<file path="config.mk">
export PLATFORM = sky130hd
export DESIGN_NAME = tcp_connection_state_tracker
export DESIGN_NICKNAME = d
export VERILOG_FILES = /design/src/design/tcst_pkg.sv /design/src/design/tcp_connection_state_tracker.sv /design/src/design/tcst_csr.sv /design/src/design/tcst_front.sv /design/src/design/tcst_queue.sv /design/src/design/tcst_back.sv
export SDC_FILE = /design/constraint.sdc
export NUM_CORES = 1
export LEC_CHECK = 0
export BUFFER_PORTS_ARGS = -buffer_cell sky130_fd_sc_hd__buf_2
export CAP_MARGIN = 30
export CORE_MARGIN = 8
export CORE_UTILIZATION = 30
export CTS_BUF_LIST = sky130_fd_sc_hd__clkbuf_8
export CTS_CLUSTER_SIZE = 12
export DETAILED_ROUTE_END_ITERATION = 16
export GPL_ROUTABILITY_DRIVEN = 0
export SYNTH_ARGS = -nofsm -noshare
export SYNTH_HDL_FRONTEND = slang
export SYNTH_SLANG_ARGS = --single-unit
</file>
<file path="constraint.sdc">
create_clock -name clock -period 3.7 [get_ports clock]
set_input_delay 0.74 -clock clock [delete_from_list [all_inputs] [get_ports clock]]
set_output_delay 0.74 -clock clock [all_outputs]
set_load 0.05 [all_outputs]
</file>
<file path="src/design/tcst_pkg.sv">
// Shared types and constants for the TCP connection state tracker.
// Holds the state codes, the classified segment item and the timeout register set.
// No dependencies.
package tcst_pkg;

   // Per-side connection state codes
   typedef enum logic [3:0] {
      ST_LISTEN      = 4'd0,
      ST_SYN_OUT     = 4'd1,
      ST_SYN_IN      = 4'd2,
      ST_ESTABLISHED = 4'd3,
      ST_PEER_FIN    = 4'd4,
      ST_FIN_OUT     = 4'd5,
      ST_CLOSING     = 4'd6,
      ST_LAST_FIN    = 4'd7,
      ST_FIN_ACKED   = 4'd8,
      ST_TIME_WAIT   = 4'd9,
      ST_CLOSED      = 4'd10
   } tcp_state_type;

   localparam int TIMEOUT_W = 16;
   localparam int CSR_AW    = 5;
   localparam int CSR_DW    = 32;

   // Register indexes on the configuration port
   localparam logic [2:0] REG_LISTEN_CLOSED = 3'd0;
   localparam logic [2:0] REG_SYN_OUT       = 3'd1;
   localparam logic [2:0] REG_SYN_IN        = 3'd2;
   localparam logic [2:0] REG_ESTABLISHED   = 3'd3;
   localparam logic [2:0] REG_PEER_FIN      = 3'd4;
   localparam logic [2:0] REG_FIN_OUT       = 3'd5;
   localparam logic [2:0] REG_LAST_FIN      = 3'd6;
   localparam logic [2:0] REG_TIME_WAIT     = 3'd7;

   // Reset values, seconds
   localparam logic [TIMEOUT_W-1:0] RST_LISTEN_CLOSED = 16'd10;
   localparam logic [TIMEOUT_W-1:0] RST_SYN_OUT       = 16'd120;
   localparam logic [TIMEOUT_W-1:0] RST_SYN_IN        = 16'd60;
   localparam logic [TIMEOUT_W-1:0] RST_ESTABLISHED   = 16'd3600;
   localparam logic [TIMEOUT_W-1:0] RST_PEER_FIN      = 16'd60;
   localparam logic [TIMEOUT_W-1:0] RST_FIN_OUT       = 16'd120;
   localparam logic [TIMEOUT_W-1:0] RST_LAST_FIN      = 16'd30;
   localparam logic [TIMEOUT_W-1:0] RST_TIME_WAIT     = 16'd10;

   // Idle timeout set as seen by the back end
   typedef struct packed {
      logic [TIMEOUT_W-1:0] listen_closed;
      logic [TIMEOUT_W-1:0] syn_out;
      logic [TIMEOUT_W-1:0] syn_in;
      logic [TIMEOUT_W-1:0] established;
      logic [TIMEOUT_W-1:0] peer_fin;
      logic [TIMEOUT_W-1:0] fin_out;
      logic [TIMEOUT_W-1:0] last_fin;
      logic [TIMEOUT_W-1:0] time_wait;
   } timeout_set_type;

   // Classified segment item
   typedef struct packed {
      logic direction;
      logic rst;
      logic syn;
      logic ack;
      logic fin;
      logic ack_only;   // ACK without SYN or FIN
      logic syn_ack;    // SYN and ACK together
   } seg_type;

   // Queue status towards front and back
   typedef struct packed {
      logic ready;      // queue can take an item this cycle
      logic valid;      // head item present
   } queue_status_type;

endpackage

</file>
<file path="src/design/tcp_connection_state_tracker.sv">
// Top level of the TCP connection state tracker.
// Instantiates tcst_csr, tcst_front, tcst_queue and tcst_back; depends on tcst_pkg.
//
// Usage:
//   Request channel (req_*): one item per TCP segment, carrying the sending side and
//   the SYN/ACK/FIN/RST flags. Taken when req_valid and req_ready are both high.
//   Response channel (rsp_*): one item per request: change flag, idle timeout for the
//   sender's new state, and the new state of both sides.
//   Configuration (csr_*): eight 16-bit idle timeout registers at byte offsets 0..28,
//   two-phase APB-style writes, pready tied high. Write only while no item is in flight.
//
// Flow and throughput:
//   A request taken is written into the queue; the back end pops it and registers its
//   result in the response register. The state update is a read-modify-write of the
//   two 4-bit side registers in the back end, so one item per clock is sustained while
//   rsp_ready is high. A two-entry queue sits between the flag decode and the back end.
//
// Reset and stalls:
//   Synchronous reset puts both sides in LISTEN, loads the default timeouts and empties
//   the queue. While rsp_ready is low a pending response holds; the queue keeps
//   accepting until both entries are occupied, then req_ready drops.
module tcp_connection_state_tracker (
   input  logic                          clock,
   input  logic                          reset,
   input  logic                          req_valid,
   output logic                          req_ready,
   input  logic                          req_direction,
   input  logic                          req_syn_flag,
   input  logic                          req_ack_flag,
   input  logic                          req_fin_flag,
   input  logic                          req_rst_flag,
   output logic                          rsp_valid,
   input  logic                          rsp_ready,
   output logic                          rsp_state_changed,
   output logic [tcst_pkg::TIMEOUT_W-1:0] rsp_timeout_value,
   output logic [3:0]                    rsp_sender_state,
   output logic [3:0]                    rsp_peer_state,
   input  logic                          csr_psel,
   input  logic                          csr_penable,
   input  logic                          csr_pwrite,
   input  logic [tcst_pkg::CSR_AW-1:0]   csr_paddr,
   input  logic [tcst_pkg::CSR_DW-1:0]   csr_pwdata,
   output logic [tcst_pkg::CSR_DW-1:0]   csr_prdata,
   output logic                          csr_pready
);
   import tcst_pkg::*;

   timeout_set_type  timeouts;
   queue_status_type q_status;
   seg_type          push_seg;
   seg_type          head_seg;
   logic             push;
   logic             pop;

   tcst_csr u_csr (
      .clock       (clock),
      .reset       (reset),
      .csr_psel    (csr_psel),
      .csr_penable (csr_penable),
      .csr_pwrite  (csr_pwrite),
      .csr_paddr   (csr_paddr),
      .csr_pwdata  (csr_pwdata),
      .csr_prdata  (csr_prdata),
      .csr_pready  (csr_pready),
      .timeouts    (timeouts)
   );

   tcst_front u_front (
      .req_valid     (req_valid),
      .req_ready     (req_ready),
      .req_direction (req_direction),
      .req_syn_flag  (req_syn_flag),
      .req_ack_flag  (req_ack_flag),
      .req_fin_flag  (req_fin_flag),
      .req_rst_flag  (req_rst_flag),
      .q_status      (q_status),
      .push          (push),
      .push_seg      (push_seg)
   );

   tcst_queue u_queue (
      .clock    (clock),
      .reset    (reset),
      .push     (push),
      .push_seg (push_seg),
      .pop      (pop),
      .head_seg (head_seg),
      .status   (q_status)
   );

   tcst_back u_back (
      .clock             (clock),
      .reset             (reset),
      .q_status          (q_status),
      .head_seg          (head_seg),
      .pop               (pop),
      .timeouts          (timeouts),
      .rsp_valid         (rsp_valid),
      .rsp_ready         (rsp_ready),
      .rsp_state_changed (rsp_state_changed),
      .rsp_timeout_value (rsp_timeout_value),
      .rsp_sender_state  (rsp_sender_state),
      .rsp_peer_state    (rsp_peer_state)
   );

endmodule

</file>
<file path="src/design/tcst_csr.sv">
// Configuration registers for the tracker: eight idle timeouts on an APB-style port.
// Depends on tcst_pkg.
module tcst_csr (
   input  logic                        clock,
   input  logic                        reset,
   input  logic                        csr_psel,
   input  logic                        csr_penable,
   input  logic                        csr_pwrite,
   input  logic [tcst_pkg::CSR_AW-1:0] csr_paddr,
   input  logic [tcst_pkg::CSR_DW-1:0] csr_pwdata,
   output logic [tcst_pkg::CSR_DW-1:0] csr_prdata,
   output logic                        csr_pready,
   output tcst_pkg::timeout_set_type   timeouts
);
   import tcst_pkg::*;

   timeout_set_type     regs_ff;
   logic [2:0]          reg_idx;
   logic                wr_en;
   logic [TIMEOUT_W-1:0] wr_data;
   logic [TIMEOUT_W-1:0] rd_data;

   assign csr_pready = 1'b1;
   assign reg_idx    = csr_paddr[CSR_AW-1:2];
   assign wr_en      = csr_psel & csr_penable & csr_pwrite;
   assign wr_data    = csr_pwdata[TIMEOUT_W-1:0];

   // Register write, access phase only
   always_ff @(posedge clock) begin
      if (reset) begin
         regs_ff.listen_closed <= RST_LISTEN_CLOSED;
         regs_ff.syn_out       <= RST_SYN_OUT;
         regs_ff.syn_in        <= RST_SYN_IN;
         regs_ff.established   <= RST_ESTABLISHED;
         regs_ff.peer_fin      <= RST_PEER_FIN;
         regs_ff.fin_out       <= RST_FIN_OUT;
         regs_ff.last_fin      <= RST_LAST_FIN;
         regs_ff.time_wait     <= RST_TIME_WAIT;
      end else if (wr_en) begin
         unique case (reg_idx)
            REG_LISTEN_CLOSED: regs_ff.listen_closed <= wr_data;
            REG_SYN_OUT:       regs_ff.syn_out       <= wr_data;
            REG_SYN_IN:        regs_ff.syn_in        <= wr_data;
            REG_ESTABLISHED:   regs_ff.established   <= wr_data;
            REG_PEER_FIN:      regs_ff.peer_fin      <= wr_data;
            REG_FIN_OUT:       regs_ff.fin_out       <= wr_data;
            REG_LAST_FIN:      regs_ff.last_fin      <= wr_data;
            REG_TIME_WAIT:     regs_ff.time_wait     <= wr_data;
            default:           regs_ff <= regs_ff;
         endcase
      end
   end

   // Read-back mux
   always_comb begin
      unique case (reg_idx)
         REG_LISTEN_CLOSED: rd_data = regs_ff.listen_closed;
         REG_SYN_OUT:       rd_data = regs_ff.syn_out;
         REG_SYN_IN:        rd_data = regs_ff.syn_in;
         REG_ESTABLISHED:   rd_data = regs_ff.established;
         REG_PEER_FIN:      rd_data = regs_ff.peer_fin;
         REG_FIN_OUT:       rd_data = regs_ff.fin_out;
         REG_LAST_FIN:      rd_data = regs_ff.last_fin;
         REG_TIME_WAIT:     rd_data = regs_ff.time_wait;
         default:           rd_data = '0;
      endcase
   end

   assign csr_prdata = {{(CSR_DW-TIMEOUT_W){1'b0}}, rd_data};
   assign timeouts   = regs_ff;

endmodule

</file>
<file path="src/design/tcst_front.sv">
// Front end: takes segment items off the request channel and classifies the flags.
// Depends on tcst_pkg.
module tcst_front (
   input  logic                       req_valid,
   output logic                       req_ready,
   input  logic                       req_direction,
   input  logic                       req_syn_flag,
   input  logic                       req_ack_flag,
   input  logic                       req_fin_flag,
   input  logic                       req_rst_flag,
   input  tcst_pkg::queue_status_type q_status,
   output logic                       push,
   output tcst_pkg::seg_type          push_seg
);
   import tcst_pkg::*;

   // Accept whenever the queue has room
   assign req_ready = q_status.ready;
   assign push      = req_valid & q_status.ready;

   // Flag decode shared by several transitions
   always_comb begin
      push_seg.direction = req_direction;
      push_seg.rst       = req_rst_flag;
      push_seg.syn       = req_syn_flag;
      push_seg.ack       = req_ack_flag;
      push_seg.fin       = req_fin_flag;
      push_seg.ack_only  = req_ack_flag & ~req_syn_flag & ~req_fin_flag;
      push_seg.syn_ack   = req_syn_flag & req_ack_flag;
   end

endmodule

</file>
<file path="src/design/tcst_queue.sv">
// Two-entry item queue between front and back ends.
// Depends on tcst_pkg.
module tcst_queue (
   input  logic                       clock,
   input  logic                       reset,
   input  logic                       push,
   input  tcst_pkg::seg_type          push_seg,
   input  logic                       pop,
   output tcst_pkg::seg_type          head_seg,
   output tcst_pkg::queue_status_type status
);
   import tcst_pkg::*;

   seg_type    data_ff [2];
   logic       wr_ptr_ff;
   logic       rd_ptr_ff;
   logic [1:0] count_ff;
   logic [1:0] count_in;
   logic       full;

   assign full = (count_ff == 2'd2);

   // Room when not full, or when the head leaves this cycle
   assign status.ready = ~full | pop;
   assign status.valid = (count_ff != 2'd0);
   assign head_seg     = data_ff[rd_ptr_ff];

   always_comb begin
      count_in = count_ff;
      if (push & ~pop) begin
         count_in = count_ff + 2'd1;
      end else if (pop & ~push) begin
         count_in = count_ff - 2'd1;
      end
   end

   // Pointers and fill level
   always_ff @(posedge clock) begin
      if (reset) begin
         wr_ptr_ff <= 1'b0;
         rd_ptr_ff <= 1'b0;
         count_ff  <= 2'd0;
      end else begin
         count_ff <= count_in;
         if (push) begin
            wr_ptr_ff <= ~wr_ptr_ff;
         end
         if (pop) begin
            rd_ptr_ff <= ~rd_ptr_ff;
         end
      end
   end

   // Entry storage, no reset needed
   always_ff @(posedge clock) begin
      if (push) begin
         data_ff[wr_ptr_ff] <= push_seg;
      end
   end

endmodule

</file>
<file path="src/design/tcst_back.sv">
// Back end: applies the transition table to both side states and registers the result item.
// Depends on tcst_pkg.
module tcst_back (
   input  logic                          clock,
   input  logic                          reset,
   input  tcst_pkg::queue_status_type    q_status,
   input  tcst_pkg::seg_type             head_seg,
   output logic                          pop,
   input  tcst_pkg::timeout_set_type     timeouts,
   output logic                          rsp_valid,
   input  logic                          rsp_ready,
   output logic                          rsp_state_changed,
   output logic [tcst_pkg::TIMEOUT_W-1:0] rsp_timeout_value,
   output logic [3:0]                    rsp_sender_state,
   output logic [3:0]                    rsp_peer_state
);
   import tcst_pkg::*;

   tcp_state_type        orig_ff;
   tcp_state_type        resp_ff;
   tcp_state_type        s_cur;
   tcp_state_type        o_cur;
   tcp_state_type        ns;
   tcp_state_type        np_raw;
   tcp_state_type        np;
   logic                 forced;
   logic                 changed;
   logic [TIMEOUT_W-1:0] timeout_sel;

   logic                 rsp_valid_ff;
   logic                 changed_ff;
   logic [TIMEOUT_W-1:0] timeout_ff;
   tcp_state_type        sender_ff;
   tcp_state_type        peer_ff;

   // Take the head item when the output register is free or being drained
   assign pop = q_status.valid & (~rsp_valid_ff | rsp_ready);

   assign s_cur = head_seg.direction ? resp_ff : orig_ff;
   assign o_cur = head_seg.direction ? orig_ff : resp_ff;

   // Transition table for the sending side; some transitions also move the peer
   always_comb begin
      ns     = s_cur;
      np_raw = o_cur;
      forced = 1'b0;
      if (head_seg.rst) begin
         ns     = ST_TIME_WAIT;
         np_raw = ST_TIME_WAIT;
         forced = 1'b1;
      end else begin
         unique case (s_cur)
            ST_LISTEN: begin
               if (head_seg.syn_ack) begin
                  ns = ST_SYN_IN;
               end else if (head_seg.syn) begin
                  ns = ST_SYN_OUT;
               end else if (head_seg.ack_only) begin
                  ns = ST_ESTABLISHED;
               end
            end
            ST_SYN_OUT: begin
               if (head_seg.syn & ~head_seg.ack) begin
                  ns = ST_SYN_OUT;
               end else if (head_seg.ack_only) begin
                  ns = ST_ESTABLISHED;
               end else if (head_seg.fin) begin
                  ns = ST_FIN_OUT;
               end else if (head_seg.syn_ack) begin
                  ns = ST_SYN_IN;
               end
            end
            ST_SYN_IN: begin
               if (head_seg.ack_only) begin
                  ns = ST_ESTABLISHED;
               end else if (head_seg.syn_ack) begin
                  ns = ST_SYN_IN;
               end else if (head_seg.fin) begin
                  ns = ST_FIN_OUT;
               end
            end
            ST_ESTABLISHED: begin
               if (head_seg.fin) begin
                  ns = (o_cur == ST_FIN_OUT) ? ST_CLOSING : ST_FIN_OUT;
               end else if (head_seg.ack) begin
                  if (o_cur == ST_TIME_WAIT) begin
                     ns = ST_TIME_WAIT;
                  end else if (o_cur == ST_FIN_OUT) begin
                     ns     = ST_PEER_FIN;
                     np_raw = ST_FIN_ACKED;
                  end
               end
            end
            ST_PEER_FIN: begin
               if (head_seg.fin) begin
                  ns = ST_LAST_FIN;
               end
            end
            ST_FIN_OUT: begin
               if (head_seg.ack && (o_cur > ST_PEER_FIN)) begin
                  ns = ST_TIME_WAIT;
               end
            end
            ST_CLOSING: begin
               if (head_seg.ack & ~head_seg.fin) begin
                  ns = ST_TIME_WAIT;
               end
            end
            ST_FIN_ACKED: begin
               if (head_seg.ack) begin
                  ns     = ST_TIME_WAIT;
                  np_raw = ST_TIME_WAIT;
               end
            end
            ST_TIME_WAIT: begin
               forced = 1'b1;
            end
            default: begin
               ns = s_cur;
            end
         endcase
      end
   end

   // Change is judged before the peer is pulled to ESTABLISHED
   assign changed = forced | (ns != s_cur) | (np_raw != o_cur);
   assign np      = (ns == ST_ESTABLISHED) ? ST_ESTABLISHED : np_raw;

   // Timeout for the sender's new state
   always_comb begin
      unique case (ns)
         ST_LISTEN, ST_CLOSED:      timeout_sel = timeouts.listen_closed;
         ST_SYN_OUT:                timeout_sel = timeouts.syn_out;
         ST_SYN_IN:                 timeout_sel = timeouts.syn_in;
         ST_ESTABLISHED:            timeout_sel = timeouts.established;
         ST_PEER_FIN, ST_CLOSING:   timeout_sel = timeouts.peer_fin;
         ST_FIN_OUT:                timeout_sel = timeouts.fin_out;
         ST_LAST_FIN, ST_FIN_ACKED: timeout_sel = timeouts.last_fin;
         ST_TIME_WAIT:              timeout_sel = timeouts.time_wait;
         default:                   timeout_sel = '0;
      endcase
   end

   // Side state and output valid
   always_ff @(posedge clock) begin
      if (reset) begin
         orig_ff      <= ST_LISTEN;
         resp_ff      <= ST_LISTEN;
         rsp_valid_ff <= 1'b0;
      end else begin
         if (pop) begin
            orig_ff <= head_seg.direction ? np : ns;
            resp_ff <= head_seg.direction ? ns : np;
         end
         if (pop) begin
            rsp_valid_ff <= 1'b1;
         end else if (rsp_ready) begin
            rsp_valid_ff <= 1'b0;
         end
      end
   end

   // Result payload
   always_ff @(posedge clock) begin
      if (pop) begin
         changed_ff <= changed;
         timeout_ff <= timeout_sel;
         sender_ff  <= ns;
         peer_ff    <= np;
      end
   end

   assign rsp_valid         = rsp_valid_ff;
   assign rsp_state_changed = changed_ff;
   assign rsp_timeout_value = timeout_ff;
   assign rsp_sender_state  = sender_ff;
   assign rsp_peer_state    = peer_ff;

`ifndef SYNTH
   // A reset segment leaves both sides in TIME_WAIT
   a_rst_time_wait: assert property (@(posedge clock) disable iff (reset)
      (pop && head_seg.rst) |=> (orig_ff == ST_TIME_WAIT && resp_ff == ST_TIME_WAIT))
      else $error("RST segment did not force both sides to TIME_WAIT");

   // Sender reaching ESTABLISHED drags the peer along
   a_peer_established: assert property (@(posedge clock) disable iff (reset)
      (pop && ns == ST_ESTABLISHED) |=> (orig_ff == ST_ESTABLISHED &&
                                         resp_ff == ST_ESTABLISHED))
      else $error("peer not forced to ESTABLISHED");

   // Every popped item shows up as a result item
   a_pop_gives_result: assert property (@(posedge clock) disable iff (reset)
      pop |=> rsp_valid_ff)
      else $error("popped item produced no result");

   // Side states stay within the defined codes
   a_state_range: assert property (@(posedge clock) disable iff (reset)
      (orig_ff <= ST_CLOSED) && (resp_ff <= ST_CLOSED))
      else $error("side state left the defined range");
`endif

endmodule

</file>
==> impl_metrics.toml, run 1 <==
[cells_and_area]
fillers = 3432
final_core_util_pct = 35.6
stdcell_count = 1752
antenna_cells = 0
nNetsFinal = 1347
synthToLayoutAreaGrowth_pct = 17.1
drive_above_1_share_pct = 18.6

[global_route]
grt_pass1_wl_mm = 54.2
grt_start_max_net_pins = 115
grt_antenna_before_repair = 0
grt_pass1_vias = 9200
grt_overflow = 0
track_usage_pct = 17.9

[critical_path]
worstPathRequired_ps = 2960
end_kind = "output pin"
r2r_end = "u_back.rsp_timeout_value[6]"
startpoint_type = "input pin"
ff2ff_path_depth = 11
r2r_slack_ps = 160
cp_max_fo = 10
crit_type = "in2out"
crit_arrival_ps = 2800

[sta]
hold_viol = 0
rsz0062_at_grt = "no"
setup_viol = 0
tightest_slew_ps = 907
setup_tns_ps = 0
fin_skew_ps = 15.8
max-slew-margin-rel_pct = 39.4
finalCriticalPeriod_ps = 3540
fmax_ghz = 0.283
slew_violations = 0
fin_crit_sh_pct = 95.7

[clock_network]
cts_sinks = 181
hold_buffers = 0
numCtsBuffers = 17
post-cts-setup-buffer-count = 0
h-tree-depth = 4
cts.clk_slew.worst_paths_ps = 100
cts_tree = "done"
worstSkewPairLatency_ps = 490
cts-root-buf = "clkbuf_8"
clock_path_buffers = 2

[hold_path]
hold_depth = 1
min_to = "u_queue.data_ff[1][5]"
holdCritPathClass = "in2reg"
min_from = "req_rst_flag"

[logic_synthesis]
synth_top_cells_by_count = "nand2_1, dfxtp_1, a21oi_1"
synth_top_cell_by_area = "dfxtp_1"
synthArstFlopShare_pct = 0
syn_area_per_cell_um2 = 8.14
syn-cell-area_um2 = 9830
yosys.cell_types.count = 79
synth_edf_count = 39
synth_top_area_share_pct = 28.9
synth_seq_cells = 181
synth.area.top_cells = "dfxtp_1, edfxtp_1, nand2_1"
ys_seq_area_share_pct = 40.8
synth_ff_type = "dfxtp_1"
yosys_warnings = 0
yosysMostFrequentCell = "nand2_1"
netlist_instances = 1208

[place]
hpwlAfterDp_mm = 24.3
dp_cells = 1720
port_buffers = 73

[routing]
firstDrtPassIters = 5
top_layer = "met4"
dr_total_vias = 9663
detail-route-antenna-nets = 0
drt-total-wl_mm = 35.6
wl_per_cell_um = 20.3
drc_errors = 0
wl_met3_mm = 2.63
wl_met2_mm = 16.6
wl_met1_mm = 15.2
drtIter0Drc = 1187
vias_per_cell = 5.52

[floorplanning]
die_height_um = 197
io_pins = 109
coreArea_um2 = 32400
rows = 66
initial_core_util_pct = 30.4
dieArea_um2 = 38800
die_w_um = 197

[run_status]
status = "finished clean"

[power_and_ir_drop]
power.leakage_nw = 4.25
pwr_density_cell_nw_per_um2 = 701
ir_drop_mv = 0.331

[job]
cap_violations = 0
-- flip-flops by register name, indices dropped and copies added, names as in the netlist, named ones only --
name / count
u_csr.timeouts: 128
u_back.rsp_timeout_value: 16
u_queue.data_ff: 14
u_back.orig_ff: 4
u_back.resp_ff: 4
u_back.rsp_peer_state: 4
u_back.rsp_sender_state: 4
u_queue.count_ff: 2
u_back.rsp_state_changed: 1
u_back.rsp_valid: 1
u_queue.rd_ptr_ff: 1
u_queue.wr_ptr_ff: 1
-- routing by layer --
layer  up-vias  GRT usage [%]
met5         -              0
li1       4446              -
met4         0           7.05
met2       491           29.2
met3        75           2.66
met1      4651           23.6
-- power breakdown --
group	switching (mW)	internal [mW]	total [mW]
logic	2.63	1.45	4.08
registers	0.160	2.32	2.48
clock network	0.804	0.707	1.51
-- how the worst max path moves through the flow --
stage	start	to	slack, ps	cells past startpoint
finish	csr_paddr[2]	csr_prdata[3]	160	7
global placement	register	u_back.rsp_timeout_value[1]	-190	11
CTS	register	u_back.rsp_timeout_value[15]	40	11
global route	u_back.resp_ff[1]	u_back.rsp_timeout_value[3]	20	12
floorplan	csr_paddr[3]	csr_prdata[2]	60	7
detailed placement	register	u_back.rsp_timeout_value[7]	2	12
-- layout by cell type, fill, tap and decap left out, drive strengths merged, types with 6 or more instances in the layout --
master	count
nand2	298
buf	171
dfxtp	142
a21oi	134
nor2	74
mux2i	43
edfxtp	39
o21ai	32
nand3b	27
nor3	26
a22oi	22
inv	20
nand3	19
a221oi	18
clkbuf	18
conb	17
mux2	14
and2	12
a32o	11
a22o	11
o22ai	11
o211ai	9
nor2b	9
nand2b	7
a211oi	7
a31oi	7
nor3b	7
mux4	6
nor4bb	6
clkinv	6
-- through the flow --
stage	instance area [µm²]	setup slack (ps)	total power [mW]	hold slack, ps
global route	11500	22.9	8.45	425
finish	11500	160	8.08	446
CTS	11500	44.6	8.06	423
detailed placement	11100	2.33	6.54	460
global placement	11000	-187	6.49	455
floorplan	9890	60.5	5.02	441
-- critical path, cell delays in order --
cell	delay (ps)
buf_2	300
clkinv_1	420
buf_4	290
nor3_1	400
a32o_1	190
o32a_1	170
buf_2	270
-- timing repair --
item	in CTS	in global routing
endpoints found under the setup margin	1	10
gates resized for setup	1	5
gates cloned	0	0
pin swaps	0	0
-- cell type report --
type,count,area (µm²),area share (%)
Inverter,15,56.3,0.489
Tap cell,442,553,4.80
Sequential cell,181,4020,34.9
Timing Repair Buffer,171,1150,10.0
Multi-Input combinational cell,911,5310,46.1
Clock buffer,18,248,2.15
Clock inverter,14,185,1.61
-- kinds of logic (layout without fill, tap and decap cells) --
logic type,Yosys count,after routing,share of synthesized area [%]
AOI/OAI and AO/OA,309,309,20.4
xor gates and xnor gates,7,7,0.624
adders and majority gates,1,1,0.127
buffers and inverters,131,218,6.40
DFF,181,181,40.8
muxes,63,63,7.47
other,2,17,0.0764
and+or+nand+nor,514,514,24.0
No activity file was read; power rests on OpenSTA's default activity.
==> inputs of run 2 (changes only) <==
--- a/config.mk
+++ b/config.mk
@@ -8,11 +8,12 @@
 export BUFFER_PORTS_ARGS = -buffer_cell sky130_fd_sc_hd__buf_2
 export CAP_MARGIN = 30
 export CORE_MARGIN = 8
-export CORE_UTILIZATION = 30
+export CORE_UTILIZATION = 49
 export CTS_BUF_LIST = sky130_fd_sc_hd__clkbuf_8
 export CTS_CLUSTER_SIZE = 12
 export DETAILED_ROUTE_END_ITERATION = 16
 export GPL_ROUTABILITY_DRIVEN = 0
+export PLACE_DENSITY = 0.69
 export SYNTH_ARGS = -nofsm -noshare
 export SYNTH_HDL_FRONTEND = slang
 export SYNTH_SLANG_ARGS = --single-unit
==> impl_metrics.toml, run 2 (same netlist as run 1, synthesis figures left out) <==
[power_and_ir_drop]
power.leakage_nw = 4.23
pwr_density_cell_nw_per_um2 = 706
ir_drop_mv = 0.408

[place]
place_area_um2 = 10800
port_buffers = 73
dp_cells = 1545
hpwlAfterDp_mm = 22.3

[cells_and_area]
stdcell_count = 1577
synthToLayoutAreaGrowth_pct = 14.6
layout_common_cells = "nand2_1, dfxtp_1, a21oi_1"
nNetsFinal = 1344
antenna_cells = 0
largest_reg_flops = 128
drive_above_1_share_pct = 18.6
stdcell_area_um2 = 11300
final_common_cell = "nand2_1"

[sta]
tightest_slew_ps = 921
setup_viol = 0
hold_viol = 0
slew_violations = 0
max-slew-margin-rel_pct = 38.6
fin_crit_sh_pct = 97.6
fin_skew_ps = 16.8
rsz0062_at_grt = "no"
finalCriticalPeriod_ps = 3610
fmax_ghz = 0.277

[floorplanning]
coreArea_um2 = 20000
io_pins = 109
die_height_um = 158
dieArea_um2 = 24900
die_w_um = 158
initial_core_util_pct = 49.2
rows = 52

[critical_path]
crit_arrival_ps = 3810
cp_max_fo = 26
crit_type = "reg2reg"
worstPathRequired_ps = 3900
startpoint_type = "register"
end_kind = "register"

[global_route]
track_usage_pct = 26.1
grt_overflow = 0
grt_pass1_vias = 8901
grt_pass1_wl_mm = 50.1
grt_antenna_before_repair = 0
grt_start_max_net_pins = 85

[routing]
dr_total_vias = 9626
drtIter0Drc = 1201
drt-total-wl_mm = 32.5
firstDrtPassIters = 10
drc_errors = 0
detail-route-antenna-nets = 0
vias_per_cell = 6.10
wl_per_cell_um = 20.6

[clock_network]
cts_sinks = 181
post-cts-setup-buffer-count = 0
cts.clk_slew.worst_paths_ps = 100
h-tree-depth = 4
clock_path_buffers = 2
cts_tree = "done"
worstSkewPairLatency_ps = 470
cts-root-buf = "clkbuf_8"
numCtsBuffers = 17

[run_status]
status = "finished clean"

[job]
cap_violations = 0

[hold_path]
holdCritPathClass = "in2reg"
==> run 2: cell count changes in the layout (fill, tap and decap cells not counted), sizes merged <==
cell and change:
clkbuf +1, inv +1, bufinv -1, buf -3, clkinv -1
==> run 2: layout make-up <==
class	count	area (µm²)
fill	1820	8710
multi-input combinational	911	5300
tap	270	338
inverter	15	56.3
timing repair buffer	168	1150
clock inverter	13	145
clock buffer	19	262
sequential	181	4020
==> run 2: path summary, 6_finish.rpt <==
kind                                          from                      endpoint  slack [ps]  depth (start not counted)
worst min-delay path                 req_direction         u_queue.data_ff[0][6]         470                          1
worst max register to register            register  u_back.rsp_timeout_value[13]          90                         13
worst max-delay path                      register  u_back.rsp_timeout_value[13]          90                         13
worst min register to register  u_csr.timeouts[14]            u_csr.timeouts[14]         480                          2
==> run 2: metrics by stage <==
stage	worst slack (ps)	power, mW	setup TNS [ps]	utilization, %	hold slack (ps)
after global routing	2.67	8.29	0	56.4	449
after detailed placement	1.35	6.47	0	54.3	460
after global placement	-60.7	6.41	-92.4	54.2	453
final	88.5	7.95	0	56.4	466
after CTS	10.3	7.87	0	56.4	447
after floorplan	60.5	5.02	0	-	441
==> run 2: critical path, cell delays in order, from the launching register on <==
cell	delay, ps
dfxtp_2	420
mux2_4	380
buf_4	160
buf_4	150
mux2i_1	330
a21oi_1	120
a211o_1	320
a21oi_4	160
buf_12	230
xnor2_1	110
nor3b_2	180
buf_4	180
a222oi_1	430
nand2_1	170
==> run 2: power breakdown <==
| group | leakage [nW] | switching [mW] | total (mW) | internal (mW) |
|---|---|---|---|---|
| sequential | 1.52 | 0.165 | 2.49 | 2.32 |
| clock | 0.216 | 0.764 | 1.41 | 0.649 |
| combinational | 2.49 | 2.59 | 4.05 | 1.46 |
==> run 2: per-layer routing <==
| layer | share of wire, % | global-route usage (%) | vias to the layer above |
|---|---|---|---|
| met5 | 0 | 0 | - |
| met4 | 4.1 | 12.4 | 0 |
| li1 | - | - | 4450 |
| met2 | 45 | 40.5 | 612 |
| met1 | 40 | 34.0 | 4460 |
| met3 | 12 | 5.73 | 104 |
==> run 2: what timing repair did <==
| item | 4_1_cts | 5_1_grt |
|---|---|---|
| endpoints found under the setup margin | 1 | 9 |
| hold buffers | 0 | 0 |
| endpoints found under the hold margin | 0 | 0 |
| gates resized for setup | 1 | 6 |
| pin swaps | 0 | 0 |
